===== src/rational_arith_unit_assert.svh =====
// Assertion macros for the rational arithmetic unit.
// Included by the modules that carry checks; no other dependencies.
`ifndef RATIONAL_ARITH_UNIT_ASSERT_SVH
`define RATIONAL_ARITH_UNIT_ASSERT_SVH
`ifndef SYNTH
`define RAU_ASSERT(lbl, clk, rst, prop, msg) \
   lbl: assert property (@(posedge clk) disable iff (rst) prop) else $error(msg);
`define RAU_ASSERT_ALWAYS(lbl, clk, prop, msg) \
   lbl: assert property (@(posedge clk) prop) else $error(msg);
`else
`define RAU_ASSERT(lbl, clk, rst, prop, msg)
`define RAU_ASSERT_ALWAYS(lbl, clk, prop, msg)
`endif
`endif


===== src/rau_pkg.sv =====
// Shared types and constants of the rational arithmetic unit.
// No dependencies.
package rau_pkg;
   localparam int OPERAND_BITS_DEF = 16;
   localparam int RES_BITS = 33;

   typedef enum logic [1:0] {
      CMD_ADD = 2'd0,
      CMD_SUB = 2'd1,
      CMD_MUL = 2'd2,
      CMD_DIV = 2'd3
   } cmd_type;

   typedef enum logic [3:0] {
      DP_NOP,
      DP_LOAD,
      DP_MUL1,
      DP_MUL2,
      DP_MUL3,
      DP_MUL4,
      DP_GCD_DIV,
      DP_GCD_STEP,
      DP_DIV_NUM,
      DP_NUM_STORE,
      DP_DEN_STORE,
      DP_OUT
   } dp_op_type;

   typedef struct packed {
      dp_op_type op;
   } dp_ctrl_type;

   typedef struct packed {
      logic y_zero;
      logic x_zero;
      logic div_done;
      logic out_free;
   } dp_status_type;
endpackage


===== src/rau_div.sv =====
// Iterative signed divider, one quotient bit per cycle, truncating toward zero.
// Depends on rational_arith_unit_assert.svh.
`include "rational_arith_unit_assert.svh"
module rau_div #(
   parameter int WIDTH = 33
) (
   input  logic                    clock,
   input  logic                    reset,
   input  logic                    start,
   input  logic signed [WIDTH-1:0] dividend,
   input  logic signed [WIDTH-1:0] divisor,
   output logic                    done,
   output logic signed [WIDTH-1:0] quot,
   output logic signed [WIDTH-1:0] rem
);
   localparam int CW = $clog2(WIDTH + 1);

   logic [WIDTH-1:0] q_ff, q_in, r_ff, r_in, dv_ff, dv_in;
   logic             neg_q_ff, neg_q_in, neg_r_ff, neg_r_in;
   logic [CW-1:0]    cnt_ff, cnt_in;
   logic             busy_ff, busy_in, done_ff, done_in;
   logic [WIDTH:0]   r_shift, diff;

   always_comb begin
      r_shift = {r_ff, q_ff[WIDTH-1]};
      diff = r_shift - {1'b0, dv_ff};
      q_in = q_ff;
      r_in = r_ff;
      dv_in = dv_ff;
      neg_q_in = neg_q_ff;
      neg_r_in = neg_r_ff;
      cnt_in = cnt_ff;
      busy_in = busy_ff;
      done_in = 1'b0;
      if (start) begin
         q_in = dividend[WIDTH-1] ? -dividend : dividend;
         dv_in = divisor[WIDTH-1] ? -divisor : divisor;
         r_in = '0;
         neg_q_in = dividend[WIDTH-1] ^ divisor[WIDTH-1];
         neg_r_in = dividend[WIDTH-1];
         cnt_in = CW'(WIDTH);
         busy_in = 1'b1;
      end else if (busy_ff) begin
         if (!diff[WIDTH]) begin
            r_in = diff[WIDTH-1:0];
         end else begin
            r_in = r_shift[WIDTH-1:0];
         end
         q_in = {q_ff[WIDTH-2:0], ~diff[WIDTH]};
         cnt_in = cnt_ff - 1'b1;
         if (cnt_ff == CW'(1)) begin
            busy_in = 1'b0;
            done_in = 1'b1;
         end
      end
   end

   always_ff @(posedge clock) begin
      if (reset) begin
         busy_ff <= 1'b0;
         done_ff <= 1'b0;
         cnt_ff <= '0;
      end else begin
         busy_ff <= busy_in;
         done_ff <= done_in;
         cnt_ff <= cnt_in;
      end
      q_ff <= q_in;
      r_ff <= r_in;
      dv_ff <= dv_in;
      neg_q_ff <= neg_q_in;
      neg_r_ff <= neg_r_in;
   end

   assign done = done_ff;
   assign quot = neg_q_ff ? -$signed(q_ff) : $signed(q_ff);
   assign rem = neg_r_ff ? -$signed(r_ff) : $signed(r_ff);

   `RAU_ASSERT(a_div_nonzero, clock, reset, start |-> (divisor != '0), "divide by zero")
   `RAU_ASSERT(a_done_pulse, clock, reset, done_ff |=> !done_ff, "done longer than a cycle")
endmodule


===== src/rau_datapath.sv =====
// Operand registers, shared multiplier, Euclid registers and output register.
// Depends on rau_pkg, rau_div and rational_arith_unit_assert.svh.
`include "rational_arith_unit_assert.svh"
module rau_datapath #(
   parameter int OPERAND_BITS = rau_pkg::OPERAND_BITS_DEF
) (
   input  logic                           clock,
   input  logic                           reset,
   input  rau_pkg::dp_ctrl_type           ctrl,
   output rau_pkg::dp_status_type         status,
   input  logic [1:0]                     req_command,
   input  logic signed [OPERAND_BITS-1:0] req_a_num,
   input  logic signed [OPERAND_BITS-1:0] req_a_den,
   input  logic signed [OPERAND_BITS-1:0] req_b_num,
   input  logic signed [OPERAND_BITS-1:0] req_b_den,
   output logic                           rsp_valid,
   input  logic                           rsp_stall,
   output logic signed [rau_pkg::RES_BITS-1:0] rsp_res_num,
   output logic signed [rau_pkg::RES_BITS-1:0] rsp_res_den,
   output logic                           rsp_zero_den
);
   localparam int W = OPERAND_BITS;
   localparam int IW = 2 * W + 1;
   localparam int RB = rau_pkg::RES_BITS;

   rau_pkg::cmd_type      cmd_ff;
   logic signed [W-1:0]   an_ff, ad_ff, bn_ff, bd_ff;
   logic signed [W-1:0]   mul_a, mul_b;
   logic signed [2*W-1:0] mul_p, prod_ff;
   logic signed [IW-1:0]  n_ff, d_ff, x_ff, y_ff;
   logic signed [IW-1:0]  div_dividend, div_divisor, quot, rem;
   logic                  div_start, div_done;
   logic                  out_valid_ff;
   logic signed [RB-1:0]  out_num_ff, out_den_ff;
   logic                  out_zero_ff;

   always_comb begin
      mul_a = an_ff;
      mul_b = bd_ff;
      unique case (ctrl.op)
         rau_pkg::DP_MUL1: begin
            mul_a = an_ff;
            mul_b = (cmd_ff == rau_pkg::CMD_MUL) ? bn_ff : bd_ff;
         end
         rau_pkg::DP_MUL2: begin
            mul_a = bn_ff;
            mul_b = ad_ff;
         end
         rau_pkg::DP_MUL3: begin
            mul_a = ad_ff;
            mul_b = (cmd_ff == rau_pkg::CMD_DIV) ? bn_ff : bd_ff;
         end
         default: begin
            mul_a = an_ff;
            mul_b = bd_ff;
         end
      endcase
   end
   assign mul_p = mul_a * mul_b;

   assign div_start = (ctrl.op == rau_pkg::DP_GCD_DIV) || (ctrl.op == rau_pkg::DP_DIV_NUM)
                      || (ctrl.op == rau_pkg::DP_NUM_STORE);
   always_comb begin
      div_dividend = d_ff;
      div_divisor = x_ff;
      if (ctrl.op == rau_pkg::DP_GCD_DIV) begin
         div_dividend = x_ff;
         div_divisor = y_ff;
      end else if (ctrl.op == rau_pkg::DP_DIV_NUM) begin
         div_dividend = n_ff;
      end
   end

   rau_div #(.WIDTH(IW)) u_div (
      .clock    (clock),
      .reset    (reset),
      .start    (div_start),
      .dividend (div_dividend),
      .divisor  (div_divisor),
      .done     (div_done),
      .quot     (quot),
      .rem      (rem)
   );

   always_ff @(posedge clock) begin
      unique case (ctrl.op)
         rau_pkg::DP_LOAD: begin
            cmd_ff <= rau_pkg::cmd_type'(req_command);
            an_ff <= req_a_num;
            ad_ff <= req_a_den;
            bn_ff <= req_b_num;
            bd_ff <= req_b_den;
         end
         rau_pkg::DP_MUL1: prod_ff <= mul_p;
         rau_pkg::DP_MUL2: begin
            n_ff <= IW'(prod_ff);
            prod_ff <= mul_p;
         end
         rau_pkg::DP_MUL3: begin
            if (cmd_ff == rau_pkg::CMD_ADD) begin
               n_ff <= n_ff + IW'(prod_ff);
            end else if (cmd_ff == rau_pkg::CMD_SUB) begin
               n_ff <= n_ff - IW'(prod_ff);
            end
            prod_ff <= mul_p;
         end
         rau_pkg::DP_MUL4: begin
            d_ff <= IW'(prod_ff);
            x_ff <= n_ff;
            y_ff <= IW'(prod_ff);
         end
         rau_pkg::DP_GCD_STEP: begin
            x_ff <= y_ff;
            y_ff <= rem;
         end
         rau_pkg::DP_NUM_STORE: n_ff <= quot;
         rau_pkg::DP_DEN_STORE: d_ff <= quot;
         default: begin
         end
      endcase
   end

   // output register: frees the core while the result waits
   always_ff @(posedge clock) begin
      if (reset) begin
         out_valid_ff <= 1'b0;
      end else if (ctrl.op == rau_pkg::DP_OUT) begin
         out_valid_ff <= 1'b1;
      end else if (!rsp_stall) begin
         out_valid_ff <= 1'b0;
      end
      if (ctrl.op == rau_pkg::DP_OUT) begin
         out_num_ff <= RB'(n_ff);
         out_den_ff <= RB'(d_ff);
         out_zero_ff <= (d_ff == '0);
      end
   end

   assign status.y_zero = (y_ff == '0);
   assign status.x_zero = (x_ff == '0);
   assign status.div_done = div_done;
   assign status.out_free = !out_valid_ff || !rsp_stall;

   assign rsp_valid = out_valid_ff;
   assign rsp_res_num = out_num_ff;
   assign rsp_res_den = out_den_ff;
   assign rsp_zero_den = out_zero_ff;

   `RAU_ASSERT(a_out_no_overwrite, clock, reset,
      (ctrl.op == rau_pkg::DP_OUT) |-> !(out_valid_ff && rsp_stall), "result overwritten")
endmodule


===== src/rau_ctrl.sv =====
// Sequencer: multiply steps, Euclid loop, reduction divides, result hand-off.
// Depends on rau_pkg and rational_arith_unit_assert.svh.
`include "rational_arith_unit_assert.svh"
module rau_ctrl (
   input  logic                   clock,
   input  logic                   reset,
   input  logic                   req_valid,
   output logic                   req_stall,
   input  rau_pkg::dp_status_type status,
   output rau_pkg::dp_ctrl_type   ctrl
);
   typedef enum logic [3:0] {
      S_IDLE, S_MUL1, S_MUL2, S_MUL3, S_MUL4, S_GCD_TEST, S_GCD_WAIT,
      S_NUM_WAIT, S_DEN_WAIT, S_OUT
   } state_type;

   state_type state_ff, state_in;

   always_comb begin
      state_in = state_ff;
      ctrl.op = rau_pkg::DP_NOP;
      unique case (state_ff)
         S_IDLE: begin
            if (req_valid) begin
               ctrl.op = rau_pkg::DP_LOAD;
               state_in = S_MUL1;
            end
         end
         S_MUL1: begin
            ctrl.op = rau_pkg::DP_MUL1;
            state_in = S_MUL2;
         end
         S_MUL2: begin
            ctrl.op = rau_pkg::DP_MUL2;
            state_in = S_MUL3;
         end
         S_MUL3: begin
            ctrl.op = rau_pkg::DP_MUL3;
            state_in = S_MUL4;
         end
         S_MUL4: begin
            ctrl.op = rau_pkg::DP_MUL4;
            state_in = S_GCD_TEST;
         end
         S_GCD_TEST: begin
            priority if (!status.y_zero) begin
               ctrl.op = rau_pkg::DP_GCD_DIV;
               state_in = S_GCD_WAIT;
            end else if (status.x_zero) begin
               // both zero: 0/0 passes unreduced
               state_in = S_OUT;
            end else begin
               ctrl.op = rau_pkg::DP_DIV_NUM;
               state_in = S_NUM_WAIT;
            end
         end
         S_GCD_WAIT: begin
            if (status.div_done) begin
               ctrl.op = rau_pkg::DP_GCD_STEP;
               state_in = S_GCD_TEST;
            end
         end
         S_NUM_WAIT: begin
            if (status.div_done) begin
               ctrl.op = rau_pkg::DP_NUM_STORE;
               state_in = S_DEN_WAIT;
            end
         end
         S_DEN_WAIT: begin
            if (status.div_done) begin
               ctrl.op = rau_pkg::DP_DEN_STORE;
               state_in = S_OUT;
            end
         end
         S_OUT: begin
            if (status.out_free) begin
               ctrl.op = rau_pkg::DP_OUT;
               state_in = S_IDLE;
            end
         end
         default: state_in = S_IDLE;
      endcase
   end

   always_ff @(posedge clock) begin
      if (reset) begin
         state_ff <= S_IDLE;
      end else begin
         state_ff <= state_in;
      end
   end

   assign req_stall = (state_ff != S_IDLE);

   `RAU_ASSERT(a_done_in_wait, clock, reset,
      status.div_done |-> (state_ff == S_GCD_WAIT || state_ff == S_NUM_WAIT
                           || state_ff == S_DEN_WAIT), "divider done outside wait")
   `RAU_ASSERT(a_gcd_loop, clock, reset,
      (state_ff == S_GCD_TEST && !status.y_zero) |=> (state_ff == S_GCD_WAIT),
      "Euclid step skipped")
endmodule


===== src/rational_arith_unit.sv =====
// Rational arithmetic unit top level: sequencer plus datapath.
// Depends on rau_pkg, rau_ctrl and rau_datapath.
//
// Usage:
//   Request channel (req_valid/req_stall) carries a command (add, subtract,
//   multiply, divide) and two signed fractions a_num/a_den, b_num/b_den.
//   Response channel (rsp_valid/rsp_stall) returns res_num/res_den reduced
//   by their gcd, plus zero_den when the denominator is zero (0/0 when both
//   cross products are zero, left unreduced).
//   One item is worked at a time; req_stall is high from the transfer until
//   the result enters the output register.
//   Each divide runs one quotient bit per cycle through the single shared
//   divider, which sets the rate; no divide runs when both cross products are
//   zero. Multiplies share one multiplier in turn.
//   While a result waits under rsp_stall the next request is still taken and
//   worked; it waits in the core until the output register frees.
//   Reset is synchronous, active high, and returns the block to idle with no
//   result pending.
module rational_arith_unit #(
   parameter int OPERAND_BITS = rau_pkg::OPERAND_BITS_DEF
) (
   input  logic                           clock,
   input  logic                           reset,
   input  logic                           req_valid,
   output logic                           req_stall,
   input  logic [1:0]                     req_command,
   input  logic signed [OPERAND_BITS-1:0] req_a_num,
   input  logic signed [OPERAND_BITS-1:0] req_a_den,
   input  logic signed [OPERAND_BITS-1:0] req_b_num,
   input  logic signed [OPERAND_BITS-1:0] req_b_den,
   output logic                           rsp_valid,
   input  logic                           rsp_stall,
   output logic signed [rau_pkg::RES_BITS-1:0] rsp_res_num,
   output logic signed [rau_pkg::RES_BITS-1:0] rsp_res_den,
   output logic                           rsp_zero_den
);
   rau_pkg::dp_ctrl_type   ctrl;
   rau_pkg::dp_status_type status;

   rau_ctrl u_ctrl (
      .clock     (clock),
      .reset     (reset),
      .req_valid (req_valid),
      .req_stall (req_stall),
      .status    (status),
      .ctrl      (ctrl)
   );

   rau_datapath #(.OPERAND_BITS(OPERAND_BITS)) u_dp (
      .clock        (clock),
      .reset        (reset),
      .ctrl         (ctrl),
      .status       (status),
      .req_command  (req_command),
      .req_a_num    (req_a_num),
      .req_a_den    (req_a_den),
      .req_b_num    (req_b_num),
      .req_b_den    (req_b_den),
      .rsp_valid    (rsp_valid),
      .rsp_stall    (rsp_stall),
      .rsp_res_num  (rsp_res_num),
      .rsp_res_den  (rsp_res_den),
      .rsp_zero_den (rsp_zero_den)
   );
endmodule


===== config.mk =====
export PLATFORM = sky130hd
export DESIGN_NAME = rational_arith_unit
export DESIGN_NICKNAME = d
export VERILOG_FILES = /design/src/rau_pkg.sv /design/src/rau_div.sv /design/src/rau_datapath.sv /design/src/rau_ctrl.sv /design/src/rational_arith_unit.sv
export VERILOG_INCLUDE_DIRS = /design/src /design/src/src
export SDC_FILE = /design/constraint.sdc
export NUM_CORES = 2
export LEC_CHECK = 0
export ABC_AREA = 1
export BUFFER_PORTS_ARGS = -buffer_cell sky130_fd_sc_hd__buf_2
export CORE_ASPECT_RATIO = 1.1
export CORE_MARGIN = 2
export CORE_UTILIZATION = 44
export CTS_CLUSTER_DIAMETER = 100
export DETAILED_ROUTE_END_ITERATION = 16
export GPL_ROUTABILITY_DRIVEN = 0
export SETUP_SLACK_MARGIN = 0.05
export SLEW_MARGIN = 5
export SYNTH_ARGS = -nofsm -noshare
export SYNTH_HDL_FRONTEND = slang
export SYNTH_HIERARCHICAL = 1
export SYNTH_SLANG_ARGS = --single-unit

===== constraint.sdc =====
create_clock -name clock -period 23.4 [get_ports clock]
set_input_delay 3.51 -clock clock [delete_from_list [all_inputs] [get_ports clock]]
set_output_delay 3.51 -clock clock [all_outputs]
set_load 0.01 [all_outputs]

==> metrics.yaml <==
die:
  core_area_sq_um: 82000
  pin_count: 139
  die_y_um: 306
  initial_utilization_pct: 44.6
  die_area_sq_um: 85500
  row_count: 110
  die_x_um: 279
cts:
  cts_num_sinks: 411
  post-cts-setup-buffer-count: 0
  cts.htree.levels: 2
  root_buffer: "clkbuf_16"
  clockBufferDepth: 3
  clk_pin_slew_ns: 0.06
  cts_tree: "built"
  clk_latency_ns: 0.60
  ctsResizeCount: 0
  hold_buffers: 0
  cts_buffers: 46
yosys:
  yosys.area.top_type: "edfxtp_1"
  syn_area_sq_um: 36600
  synth.area.top_cells: "edfxtp_1, fa_1, nand2_1, inv_1, ha_1"
  async_reset_ff_share_pct: 0
  synth-edff-count: 365
  synth_nets: 5125
  yosys.area.top_type_share_pct: 30.0
  dominantRegCellSynth: "edfxtp_1"
  syn_avg_cell_area_sq_um: 7.89
  yosys.cell_types.count: 60
  seq_area_frac_synth_pct: 32.5
  syn_inst: 4637
  yosysWarnings: 6
  ys_ff_latch: 411
final_layout:
  layout_common_cells: "nand2_1, inv_1, nor2_1"
  layout_commonest_cell: "nand2_1"
  drive_gt1_share_pct: 7.38
  nNetsFinal: 5223
  area_delta_synth_final_pct: 9.11
drt:
  drtAntennaViolNets: 0
  drt-initial-drc-count: 2385
  wire_per_inst_um: 19.2
  drc: 0
  dr_total_vias: 31000
  wirelength_um: 112000
  avgViaCountPerCell: 5.31
  dr.pass1.iters: 9
timing:
  worstMarginPinSlew_ns: 1.23
  relSlewSlack_pct: 17.9
  skew_ns: 0.0253
  fin_tns_setup_ns: 0
  fmax_ghz: 0.0861
  setup_viol: 0
  hold_violations: 0
  fin_crit_ns: 11.61
  drv_slew: 0
  rsz0062_at_grt: "false"
  fin_crit_sh_pct: 49.6
place:
  port_buffers: 138
  hpwl_um: 90800
worst_setup_path:
  slowest_stage: "fa_1"
  slowest_delay_ns: 0.83
  end_kind: "register"
  worstPathRequired_ns: 23.75
  crit_top_cell: "nand2_1"
  critPathKind: "in2reg"
  arrival_ns: 11.96
  critPathLaunchType: "input port"
  path_max_fanout: 30
worst_hold_path:
  hp-class: "reg2reg"
global_route:
  grt_usage_pct: 26.2
  antenna_found_initial: 1
  grt_pass1_vias: 31300
  grt_max_degree: 103
  grt_pass1_wl_um: 174000
  grt-ovfl-total: 0
flow_run:
  cap_violations: 0
outcome:
  status: "complete, no violations"
## final timing paths
path / start / end / slack (ns) / cells after the start
worst max-delay path: rsp_stall / u_dp/prod_ff[31] / 11.79 / 38
worst min-delay path: u_dp/u_div/r_ff[3] / u_dp/u_div/r_ff[3] / 0.47 / 2
worst max register to register: u_dp/y_ff[31] / u_dp/prod_ff[31] / 12.86 / 37
worst min register to register: u_dp/u_div/r_ff[3] / u_dp/u_div/r_ff[3] / 0.47 / 2
## area by class of cell
type / instances / area, sq um
diodes: 1 / 2.50
clock buffers: 59 / 1290
clock inverters: 26 / 310
fillers: 8187 / 42100
inverters: 883 / 3310
multi-input cells: 3220 / 20800
flip-flops and latches: 411 / 11900
well taps: 1064 / 1330
repair buffers: 173 / 953
## per-layer routing
layer	up-vias	track usage [%]	routed length, um
met5	-	0	0
met2	1032	47.5	56600
met1	14700	29.8	42700
met4	0	15.2	7030
met3	312	2.97	5690
li1	14900	-	-
## metrics by stage
| step | instances | hold slack (ns) | area [sq um] | setup slack (ns) | utilization, % |
|---|---|---|---|---|---|
| after global placement | 5751 | 0.459 | 38300 | 11.25 | 46.7 |
| after detailed placement | 5751 | 0.464 | 38300 | 11.13 | 46.7 |
| after CTS | 5836 | 0.477 | 39900 | 11.76 | 48.7 |
| after floorplan | 4637 | 0.449 | 36600 | 12.99 | - |
| after global routing | 5836 | 0.492 | 39900 | 11.16 | 48.7 |
| final | 5837 | 0.474 | 39900 | 11.79 | 48.7 |
## cells by family after synthesis
group	synth area share, %
simple gates	23.5
flops	32.5
compound gates	8.91
buf+inv	10.8
xor+xnor	4.64
fa+ha+maj	19.7
## registers in the layout, summed over array words and instances, names as in the netlist, 2 cells and up
register,count
u_dp/n_ff,33
u_dp/rsp_res_num,33
u_dp/cmd_ff,2
u_dp/x_ff,33
u_dp/ad_ff,16
u_dp/u_div/dv_ff,33
u_dp/d_ff,33
u_dp/u_div/q_ff,33
u_dp/prod_ff,32
u_dp/u_div/cnt_ff,6
u_ctrl/state_ff,4
u_dp/bd_ff,16
u_dp/bn_ff,16
u_dp/y_ff,33
u_dp/an_ff,16
u_dp/u_div/r_ff,33
u_dp/rsp_res_den,33
## synthesized netlist by cell type (all sizes together) (3+ instances only)
cell    count
inv       880
nor2      509
a21oi     189
a31oi      43
or2        14
o21bai     19
ha        154
nand3b     10
nor3       59
a21o        8
dfxtp      46
clkbuf     66
o21a        5
nand2    1113
and2       16
nand4      51
xnor2      48
nor4       35
o21ai     235
clkinv      3
o22ai      13
edfxtp    365
a22o        8
a22oi      15
nand3     227
o31ai       8
o221ai     13
buf        57
xor2      146
fa        264
## worst max-delay path, delay by kind of cell
kind | cells | cell delay [ns]
AND/OR/NAND/NOR | 18 | 2.97
AO/OA/AOI/OAI | 2 | 0.18
adder cells (fa/ha/maj) | 7 | 4.02
buffers and inverters | 11 | 1.24
Power is left out: the tool's default activity adds up to more than one toggle a clock period on the data nets, which glitch-free logic cannot reach.
